File: src/rtl/core/amed_pkg.sv
package amed_pkg;

    localparam int unsigned CELL_W   = 6;
    localparam int unsigned CELL_MAX = 63;
    localparam int unsigned BYTE_W   = 8;
    localparam int unsigned PIDX_W   = 5;
    localparam int unsigned CFG_IDX_W  = 1;
    localparam int unsigned CFG_DATA_W = 6;

    localparam logic [CFG_IDX_W-1:0] REG_PATTERN_LENGTH = 1'b0;
    localparam logic [CFG_IDX_W-1:0] REG_MAX_ERRORS     = 1'b1;

    localparam logic MODE_PATTERN = 1'b0;
    localparam logic MODE_TEXT    = 1'b1;

    // Signals broadcast from the controller to every cell of the row.
    typedef struct packed {
        logic              pat_we;
        logic [PIDX_W-1:0] pat_idx;
        logic [BYTE_W-1:0] pat_byte;
        logic [BYTE_W-1:0] text_byte;
        logic              line_init;
    } amed_bcast_t;

endpackage

File: src/rtl/core/amed_item_if.sv
interface amed_item_if;
    import amed_pkg::*;

    logic              valid;
    logic              ready;
    logic              mode;
    logic [PIDX_W-1:0] pattern_index;
    logic [BYTE_W-1:0] data_byte;
    logic              line_end;

    modport source (output valid, mode, pattern_index, data_byte, line_end, input ready);
    modport sink   (input valid, mode, pattern_index, data_byte, line_end, output ready);
endinterface

File: src/rtl/core/amed_result_if.sv
interface amed_result_if;
    import amed_pkg::*;

    logic              valid;
    logic              ready;
    logic [CELL_W-1:0] end_distance;
    logic              match_here;
    logic              line_hit;
    logic              line_done;

    modport source (output valid, end_distance, match_here, line_hit, line_done, input ready);
    modport sink   (input valid, end_distance, match_here, line_hit, line_done, output ready);
endinterface

File: src/rtl/core/amed_cfg_if.sv
interface amed_cfg_if;
    import amed_pkg::*;

    logic                  valid;
    logic                  ready;
    logic [CFG_IDX_W-1:0]  index;
    logic [CFG_DATA_W-1:0] data;

    modport source (output valid, index, data, input ready);
    modport sink   (input valid, index, data, output ready);
endinterface

File: src/rtl/core/amed_cell.sv
module amed_cell #(
    parameter int unsigned POS = 0
) (
    input  logic                          clk,
    input  logic                          rst_n,
    input  amed_pkg::amed_bcast_t         bcast,
    input  logic                          tok_in,
    input  logic                          is_last,
    input  logic [amed_pkg::CELL_W-1:0]   diag_in,
    input  logic [amed_pkg::CELL_W-1:0]   left_in,
    output logic                          tok_out,
    output logic [amed_pkg::CELL_W-1:0]   col,
    output logic [amed_pkg::CELL_W-1:0]   old_col
);
    import amed_pkg::*;

    localparam logic [CELL_W-1:0] INIT_VAL =
        (POS + 1 > CELL_MAX) ? CELL_W'(CELL_MAX) : CELL_W'(POS + 1);

    logic [BYTE_W-1:0] pat_reg;
    logic [CELL_W-1:0] col_reg;
    logic [CELL_W-1:0] col_next;
    logic [CELL_W-1:0] old_reg;
    logic              tok_reg;
    logic [CELL_W:0]   cost_diag;
    logic [CELL_W:0]   cost_up;
    logic [CELL_W:0]   cost_left;
    logic [CELL_W:0]   best;

    always_comb
    begin
        cost_diag = {1'b0, diag_in} + ((pat_reg != bcast.text_byte) ? 7'd1 : 7'd0);
        cost_up   = {1'b0, col_reg} + 7'd1;
        cost_left = {1'b0, left_in} + 7'd1;
        best = cost_diag;
        if (cost_up < best)
        begin
            best = cost_up;
        end
        if (cost_left < best)
        begin
            best = cost_left;
        end
        col_next = (best > 7'(CELL_MAX)) ? CELL_W'(CELL_MAX) : best[CELL_W-1:0];
    end

    always_ff @(posedge clk or negedge rst_n)
    begin
        if (!rst_n)
        begin
            col_reg <= INIT_VAL;
            tok_reg <= 1'b0;
        end
        else
        begin
            if (bcast.line_init)
            begin
                col_reg <= INIT_VAL;
            end
            else if (tok_in)
            begin
                col_reg <= col_next;
            end
            tok_reg <= tok_in && !is_last;
        end
    end

    // The value before this update is the diagonal term for the next cell down.
    always_ff @(posedge clk)
    begin
        if (tok_in)
        begin
            old_reg <= col_reg;
        end
        if (bcast.pat_we && (32'(bcast.pat_idx) == POS))
        begin
            pat_reg <= bcast.pat_byte;
        end
    end

    assign tok_out = tok_reg;
    assign col     = col_reg;
    assign old_col = old_reg;

endmodule

File: src/rtl/core/approximate_match_edit_distance.sv
// Channel  | Direction | Payload
// item     | in        | mode, pattern_index, data_byte, line_end
// result   | out       | end_distance, match_here, line_hit, line_done
// cfg      | in        | index, data (register write)
//
// A pattern write gives no result.
// A text byte walks down the cell row one cell per cycle, so its result is
// registered after the m-th cell updates, m being the pattern length in use;
// the next request is taken once that result has entered the output register.
// A waiting result does not block requests; a stalled result holds the row.
// Reset puts every column cell at its row number and clears the line flag.
module approximate_match_edit_distance #(
    parameter int unsigned MAX_PATTERN = 32
) (
    input logic        clk,
    input logic        rst_n,
    amed_item_if.sink   item,
    amed_result_if.source result,
    amed_cfg_if.sink    cfg
);
    import amed_pkg::*;

    localparam int unsigned IW = (MAX_PATTERN > 1) ? $clog2(MAX_PATTERN) : 1;

    typedef enum logic [1:0] {S_IDLE, S_RUN, S_FIN} state_t;

    state_t                state_reg;
    logic [CFG_DATA_W-1:0] len_reg;
    logic [CFG_DATA_W-1:0] maxerr_reg;
    logic                  hit_reg;
    logic                  start_reg;
    logic [BYTE_W-1:0]     text_reg;
    logic                  last_reg;
    logic                  out_valid_reg;
    logic [CELL_W-1:0]     out_dist_reg;
    logic                  out_match_reg;
    logic                  out_hit_reg;
    logic                  out_done_reg;

    logic [IW-1:0]         m_last;
    logic [MAX_PATTERN-1:0] tok_in_vec;
    logic [MAX_PATTERN-1:0] tok_out_vec;
    logic [MAX_PATTERN-1:0] last_mask;
    logic [CELL_W-1:0]     col_w [MAX_PATTERN];
    logic [CELL_W-1:0]     old_w [MAX_PATTERN];
    amed_bcast_t           bcast;
    logic                  accept;
    logic                  finish;
    logic                  out_free;
    logic                  fin_load;
    logic [CELL_W-1:0]     end_dist;
    logic                  match;
    logic                  hit_next;

    always_comb
    begin
        if (len_reg == '0)
        begin
            m_last = '0;
        end
        else if (32'(len_reg) > MAX_PATTERN)
        begin
            m_last = IW'(MAX_PATTERN - 1);
        end
        else
        begin
            m_last = IW'(32'(len_reg) - 32'd1);
        end
    end

    assign item.ready = (state_reg == S_IDLE);
    assign accept     = item.valid && item.ready;
    assign cfg.ready  = 1'b1;
    assign out_free   = !out_valid_reg || result.ready;
    assign finish     = |(tok_in_vec & last_mask);
    assign fin_load   = (state_reg == S_FIN) && out_free;

    assign end_dist = col_w[m_last];
    assign match    = (end_dist <= maxerr_reg);
    assign hit_next = hit_reg || match;

    always_comb
    begin
        bcast.pat_we    = accept && (item.mode == MODE_PATTERN);
        bcast.pat_idx   = item.pattern_index;
        bcast.pat_byte  = item.data_byte;
        bcast.text_byte = text_reg;
        bcast.line_init = fin_load && last_reg;
    end

    genvar g;
    generate
        for (g = 0; g < MAX_PATTERN; g++)
        begin : g_row
            logic [CELL_W-1:0] diag_in;
            logic [CELL_W-1:0] left_in;

            assign last_mask[g] = (32'(m_last) == g);
            if (g == 0)
            begin : g_top
                // The row above the first cell is always zero.
                assign tok_in_vec[g] = start_reg;
                assign diag_in = '0;
                assign left_in = '0;
            end
            else
            begin : g_inner
                assign tok_in_vec[g] = tok_out_vec[g-1];
                assign diag_in = old_w[g-1];
                assign left_in = col_w[g-1];
            end

            amed_cell #(.POS(g)) u_cell (
                .clk     (clk),
                .rst_n   (rst_n),
                .bcast   (bcast),
                .tok_in  (tok_in_vec[g]),
                .is_last (last_mask[g]),
                .diag_in (diag_in),
                .left_in (left_in),
                .tok_out (tok_out_vec[g]),
                .col     (col_w[g]),
                .old_col (old_w[g])
            );
        end
    endgenerate

    always_ff @(posedge clk or negedge rst_n)
    begin
        if (!rst_n)
        begin
            state_reg     <= S_IDLE;
            len_reg       <= CFG_DATA_W'(1);
            maxerr_reg    <= '0;
            hit_reg       <= 1'b0;
            start_reg     <= 1'b0;
            out_valid_reg <= 1'b0;
        end
        else
        begin
            if (cfg.valid && cfg.ready)
            begin
                case (cfg.index)
                    REG_PATTERN_LENGTH: len_reg <= cfg.data;
                    REG_MAX_ERRORS:     maxerr_reg <= cfg.data;
                    default:            ;
                endcase
            end

            start_reg <= accept && (item.mode == MODE_TEXT);

            if (fin_load)
            begin
                out_valid_reg <= 1'b1;
            end
            else if (result.ready)
            begin
                out_valid_reg <= 1'b0;
            end

            case (state_reg)
                S_IDLE:
                begin
                    if (accept && (item.mode == MODE_TEXT))
                    begin
                        state_reg <= S_RUN;
                    end
                end
                S_RUN:
                begin
                    if (finish)
                    begin
                        state_reg <= S_FIN;
                    end
                end
                S_FIN:
                begin
                    if (out_free)
                    begin
                        hit_reg       <= last_reg ? 1'b0 : hit_next;
                        state_reg     <= S_IDLE;
                    end
                end
                default: state_reg <= S_IDLE;
            endcase
        end
    end

    always_ff @(posedge clk)
    begin
        if (accept)
        begin
            text_reg <= item.data_byte;
            last_reg <= item.line_end;
        end
        if (fin_load)
        begin
            out_dist_reg  <= end_dist;
            out_match_reg <= match;
            out_hit_reg   <= hit_next;
            out_done_reg  <= last_reg;
        end
    end

    assign result.valid        = out_valid_reg;
    assign result.end_distance = out_dist_reg;
    assign result.match_here   = out_match_reg;
    assign result.line_hit     = out_hit_reg;
    assign result.line_done    = out_done_reg;

    a_one_front: assert property (@(posedge clk) disable iff (!rst_n)
        $onehot0(tok_in_vec))
        else $error("more than one cell active at once");

    a_no_request_in_flight: assert property (@(posedge clk) disable iff (!rst_n)
        item.ready |-> !(|tok_in_vec))
        else $error("request taken while a column update is in flight");

    a_finish_to_fin: assert property (@(posedge clk) disable iff (!rst_n)
        (state_reg == S_RUN && finish) |=> (state_reg == S_FIN))
        else $error("column update finished without a result stage");

    a_load_sets_valid: assert property (@(posedge clk) disable iff (!rst_n)
        fin_load |=> result.valid)
        else $error("finished result did not reach the output register");

endmodule

File: src/flat_wrapper.sv
// flat-port wrapper written by rule: the top's interface ports become plain ports
module approximate_match_edit_distance_flat import amed_pkg::*;
#(
    parameter int unsigned MAX_PATTERN = 32
)
  (clk, rst_n, item_valid, item_mode, item_pattern_index, item_data_byte, item_line_end, item_ready, result_valid, result_end_distance, result_match_here, result_line_hit, result_line_done, result_ready, cfg_valid, cfg_index, cfg_data, cfg_ready);
  amed_item_if item_i ();
  amed_result_if result_i ();
  amed_cfg_if cfg_i ();
  input logic clk;
  input logic rst_n;
  input wire logic [$bits(item_i.valid)-1:0] item_valid;
  input wire logic [$bits(item_i.mode)-1:0] item_mode;
  input wire logic [$bits(item_i.pattern_index)-1:0] item_pattern_index;
  input wire logic [$bits(item_i.data_byte)-1:0] item_data_byte;
  input wire logic [$bits(item_i.line_end)-1:0] item_line_end;
  output wire logic [$bits(item_i.ready)-1:0] item_ready;
  output wire logic [$bits(result_i.valid)-1:0] result_valid;
  output wire logic [$bits(result_i.end_distance)-1:0] result_end_distance;
  output wire logic [$bits(result_i.match_here)-1:0] result_match_here;
  output wire logic [$bits(result_i.line_hit)-1:0] result_line_hit;
  output wire logic [$bits(result_i.line_done)-1:0] result_line_done;
  input wire logic [$bits(result_i.ready)-1:0] result_ready;
  input wire logic [$bits(cfg_i.valid)-1:0] cfg_valid;
  input wire logic [$bits(cfg_i.index)-1:0] cfg_index;
  input wire logic [$bits(cfg_i.data)-1:0] cfg_data;
  output wire logic [$bits(cfg_i.ready)-1:0] cfg_ready;
  assign item_i.valid = item_valid;
  assign item_i.mode = item_mode;
  assign item_i.pattern_index = item_pattern_index;
  assign item_i.data_byte = item_data_byte;
  assign item_i.line_end = item_line_end;
  assign item_ready = item_i.ready;
  assign result_valid = result_i.valid;
  assign result_end_distance = result_i.end_distance;
  assign result_match_here = result_i.match_here;
  assign result_line_hit = result_i.line_hit;
  assign result_line_done = result_i.line_done;
  assign result_i.ready = result_ready;
  assign cfg_i.valid = cfg_valid;
  assign cfg_i.index = cfg_index;
  assign cfg_i.data = cfg_data;
  assign cfg_ready = cfg_i.ready;
  approximate_match_edit_distance #(.MAX_PATTERN(MAX_PATTERN)) u_core (.clk(clk), .rst_n(rst_n), .item(item_i), .result(result_i), .cfg(cfg_i));
endmodule
File: config.mk
export PLATFORM = sky130hd
export DESIGN_NAME = approximate_match_edit_distance_flat
export DESIGN_NICKNAME = d
export VERILOG_FILES = /design/src/rtl/core/amed_pkg.sv /design/src/rtl/core/amed_item_if.sv /design/src/rtl/core/amed_result_if.sv /design/src/rtl/core/amed_cfg_if.sv /design/src/rtl/core/amed_cell.sv /design/src/rtl/core/approximate_match_edit_distance.sv /design/src/flat_wrapper.sv
export SDC_FILE = /design/constraint.sdc
export NUM_CORES = 2
export LEC_CHECK = 0
export BUFFER_PORTS_ARGS = -buffer_cell sky130_fd_sc_hd__buf_2
export CELL_PAD_IN_SITES_DETAIL_PLACEMENT = 0
export CELL_PAD_IN_SITES_GLOBAL_PLACEMENT = 1
export CORE_MARGIN = 8
export CORE_UTILIZATION = 56
export CTS_CLUSTER_DIAMETER = 80
export DETAILED_ROUTE_END_ITERATION = 10
export PLACE_DENSITY_LB_ADDON = 0.1
export SLEW_MARGIN = 40
export SYNTH_ARGS = -nofsm -noshare
export SYNTH_HDL_FRONTEND = slang
export SYNTH_SLANG_ARGS = --single-unit
File: constraint.sdc
create_clock -name clk -period 9.52 [get_ports clk]
set_input_delay 1.904 -clock clk [delete_from_list [all_inputs] [get_ports clk]]
set_output_delay 1.904 -clock clk [all_outputs]
set_load 0.01 [all_outputs]
==> out/results.tsv <==
metric	value	unit
globalRouteMet2Util	43.3	%
endpoint_kind	flop	
synth-seq-cells	700	
io_pins	39	
holdPathStages	2	
crit_slowest_cell	edfxtp_1	
nNetsFinal	5223	
p_int	10.4	mW
start_util	56.2	%
dpl_cell_area	49200	um^2
use_met1	40.9	%
async_flop_share	34.3	%
overflow	0	
ant_nets	0	
drtIter0Drc	3286	
p_sw	8.87	mW
first_global_vias	36273	
whs_endpoint	u_core.hit_reg$_DFFE_PN0P_	
final_common_cell	edfxtp_1	
synth_top_cell_area_share	28.9	%
viasPerCell	6.33	
fmax	151	MHz
cts_buffers	80	
grt_util_met3	4.53	%
area_delta_synth_final	8.88	%
postSynthAreaPerCell	10.1	um^2
worstPathRequired	10070	ps
crit_chain	buf_4 -> xor2_1 -> nor4_1 -> nand2_1 -> ha_1 -> ha_1 -> inv_1 -> ha_1 -> a21boi_0 -> o21a_1 -> o21ai_0 -> a211oi_1 -> nor2_1 -> mux2i_1 -> ha_1 -> a21o_1 -> a21o_1 -> a211oi_1 -> nand3_1 -> nor3_1 -> nor3_2 -> or3b_2 -> o32ai_1 -> a21oi_1	
vias	37631	
hold_violations	0	
hold_path.startpoint	u_core.hit_reg$_DFFE_PN0P_	
reg2reg_to	u_core.g_row[12].u_cell.col[2]$_DFFE_PN1P_	
busiest_layer	met2	
largest_reg_flops	256	
dp_slack	2740	ps
rows	107	
final_area	52000	um^2
track_usage	28.3	%
syn_nets	5233	
cts_tree	yes	
ys_warn_count	0	
power_density	370	nW/um^2
syn_area	47700	um^2
cpPeakStageDelay	650	ps
power_frac_seq	26.1	%
setup-tns-final	0	ps
die_h	308	um
cts.sinks	700	
cts_root_buffer	clkbuf_16	
max-vdd-ir-drop	205	uV
layout_common_cells	460 x edfxtp_1, 458 x ha_1, 396 x xor2_1	
crit_family	compound AO/OA/AOI/OAI gates	
worst_pin_slew	826	ps
reg2reg_depth	24	
n_fill_cell	7240	
cts_max_level	3	
r2r_slack	2880	ps
p_sw_share	46.1	%
cap_violations	0	
ys_seq_area_share	41.7	%
slew_headroom	44.9	%
wl_per_cell	22.9	um
clkPwrFrac	16.5	%
syn_inst	4748	
cts_hold_buf	0	
place_congestion	0.930	
clk_pin_slew	60	ps
clockBufferDepth	3	
rsz0062_at_grt	no	
setup_violations	0	
grt_pass1_wl	213000	um
cts_resized	0	
skew	36.0	ps
grt_max_degree	146	
dr.pass1.iters	6	
seqCellArea	19900	um^2
yosys.area.top_type	edfxtp_1	
grt_antenna_before_repair	4	
start_kind	flop	
cp_data_arrival_time	7190	ps
leakagePower	21.3	nW
synthTopCellsByArea	edfxtp_1 29%, ha_1 12%, dfrtp_1 8.3%	
die_w	308	um
cts_setup_buffers	0	
drc	0	
multi_input_area	26500	um^2
dieArea	94800	um^2
io_buffers	37	
hp-class	flop to flop	
core-area	84900	um^2
status	finished, final reports clean	
drive_gt1_share	8.52	%
cp_max_fo	14	
clock_latency	660	ps
synth_ff_type	edfxtp_1	
dpl.hpwl	100000	um
crit_top_cell	ha_1	
critical_path_class	flop to flop	
synth_edf_count	460	
slew_viol_final	0	
finalWorstPathRequiredPeriod	6640	ps
r2r_start	u_core.text_reg[7]$_DFFE_PP_	
pwr-share-comb	57.4	%
period_share	69.8	%
path_buf_inv	2	
routed_wl	136000	um
ys_types	90	
fin_ws	2880	ps
per-layer routing:
layer  routed length [um]  up-vias  part of all wire (%)
li1                     -    17783                     -
met4                 4600        4                   3.4
met1                62000    18315                    46
met2                59600     1297                    44
met5                   27        -                 0.020
met3                 9730      232                   7.2
area by class of cell:
| cell class | count | area share, % |
|---|---|---|
| sequential | 700 | 38.3 |
| antenna | 2 | 0.00963 |
| clock buffer | 107 | 4.28 |
| multi-input combinational | 3658 | 50.9 |
| tap | 1144 | 2.75 |
| inverter | 211 | 1.52 |
| timing repair buffer | 87 | 1.24 |
| clock inverter | 40 | 0.910 |
cell usage after synthesis, types with 11 or more instances:
library cell and number:
a211oi_1 59, a21boi_0 38, a21o_1 74, a21oi_1 210, a221oi_1 29, a22oi_1 17, a31oi_1 51, and2_1 15
and3_1 135, and4_1 11, buf_1 28, buf_2 11, clkbuf_1 138, dfrtp_1 158, dfstp_2 82, edfxtp_1 460
ha_1 458, inv_1 208, mux2_2 47, mux2i_1 93, nand2_1 282, nand2b_1 60, nand3_1 268, nand3b_1 42
nand4_1 31, nor2_1 250, nor2b_1 22, nor3_1 144, nor3b_1 20, nor4_1 68, o211ai_1 37, o21a_1 66
o21ai_0 268, o221ai_1 13, o22ai_1 84, o31ai_1 61, o32ai_1 12, or3_1 17, xnor2_1 115, xor2_1 396
how the worst max path moves through the flow:
stage                                       from                                         end  slack, ps  cells after the start
finish              u_core.text_reg[7]$_DFFE_PP_  u_core.g_row[12].u_cell.col[2]$_DFFE_PN1P_       2880                     24
floorplan           u_core.text_reg[7]$_DFFE_PP_  u_core.g_row[11].u_cell.col[2]$_DFFE_PN1P_       3790                     26
global route        u_core.text_reg[7]$_DFFE_PP_  u_core.g_row[12].u_cell.col[2]$_DFFE_PN1P_       2350                     24
global placement    u_core.text_reg[2]$_DFFE_PP_  u_core.g_row[10].u_cell.col[1]$_DFFE_PN1P_       2790                     22
detailed placement  u_core.text_reg[2]$_DFFE_PP_  u_core.g_row[12].u_cell.col[0]$_DFFE_PN1P_       2740                     24
CTS                 u_core.text_reg[2]$_DFFE_PP_  u_core.g_row[12].u_cell.col[2]$_DFFE_PN1P_       2690                     24
cell families after synthesis:
| group | share of synthesized area [%] |
|---|---|
| xor gates and xnor gates | 9.45 |
| muxes | 3.12 |
| DFF | 41.7 |
| adders and majority gates | 12.0 |
| other | 0.00786 |
| and+or+nand+nor | 14.7 |
| AOI/OAI and AO/OA | 15.9 |
| buffers and inverters | 3.11 |
through the flow:
step / util [%] / power, mW / hold WS, ps / instances
floorplan: - / 13.0 / 426 / 4748
global placement: 57.8 / 15.7 / 469 / 5793
detailed placement: 57.9 / 15.8 / 484 / 5795
CTS: 61.1 / 19.1 / 494 / 5942
global route: 61.2 / 20.9 / 526 / 5947
finish: 61.2 / 19.2 / 498 / 5949
power by group through the flow:
stage	Clock (mW)	Sequential, mW	Combinational, mW
4_1_cts	3.21	5.01	10.9
3_5_place_dp	0	5.05	10.8
6_report	3.16	5.02	11.0
2_1_floorplan	0	4.53	8.47
5_1_grt	3.32	5.10	12.4
3_3_place_gp	0	5.05	10.6
tightest hold or removal path, cell delays in order, from the launching register on:
cell	delay, ps
dfrtp_1	340
a21oi_1	40
nor2_1	70
Power figures use the tool's default switching activity.
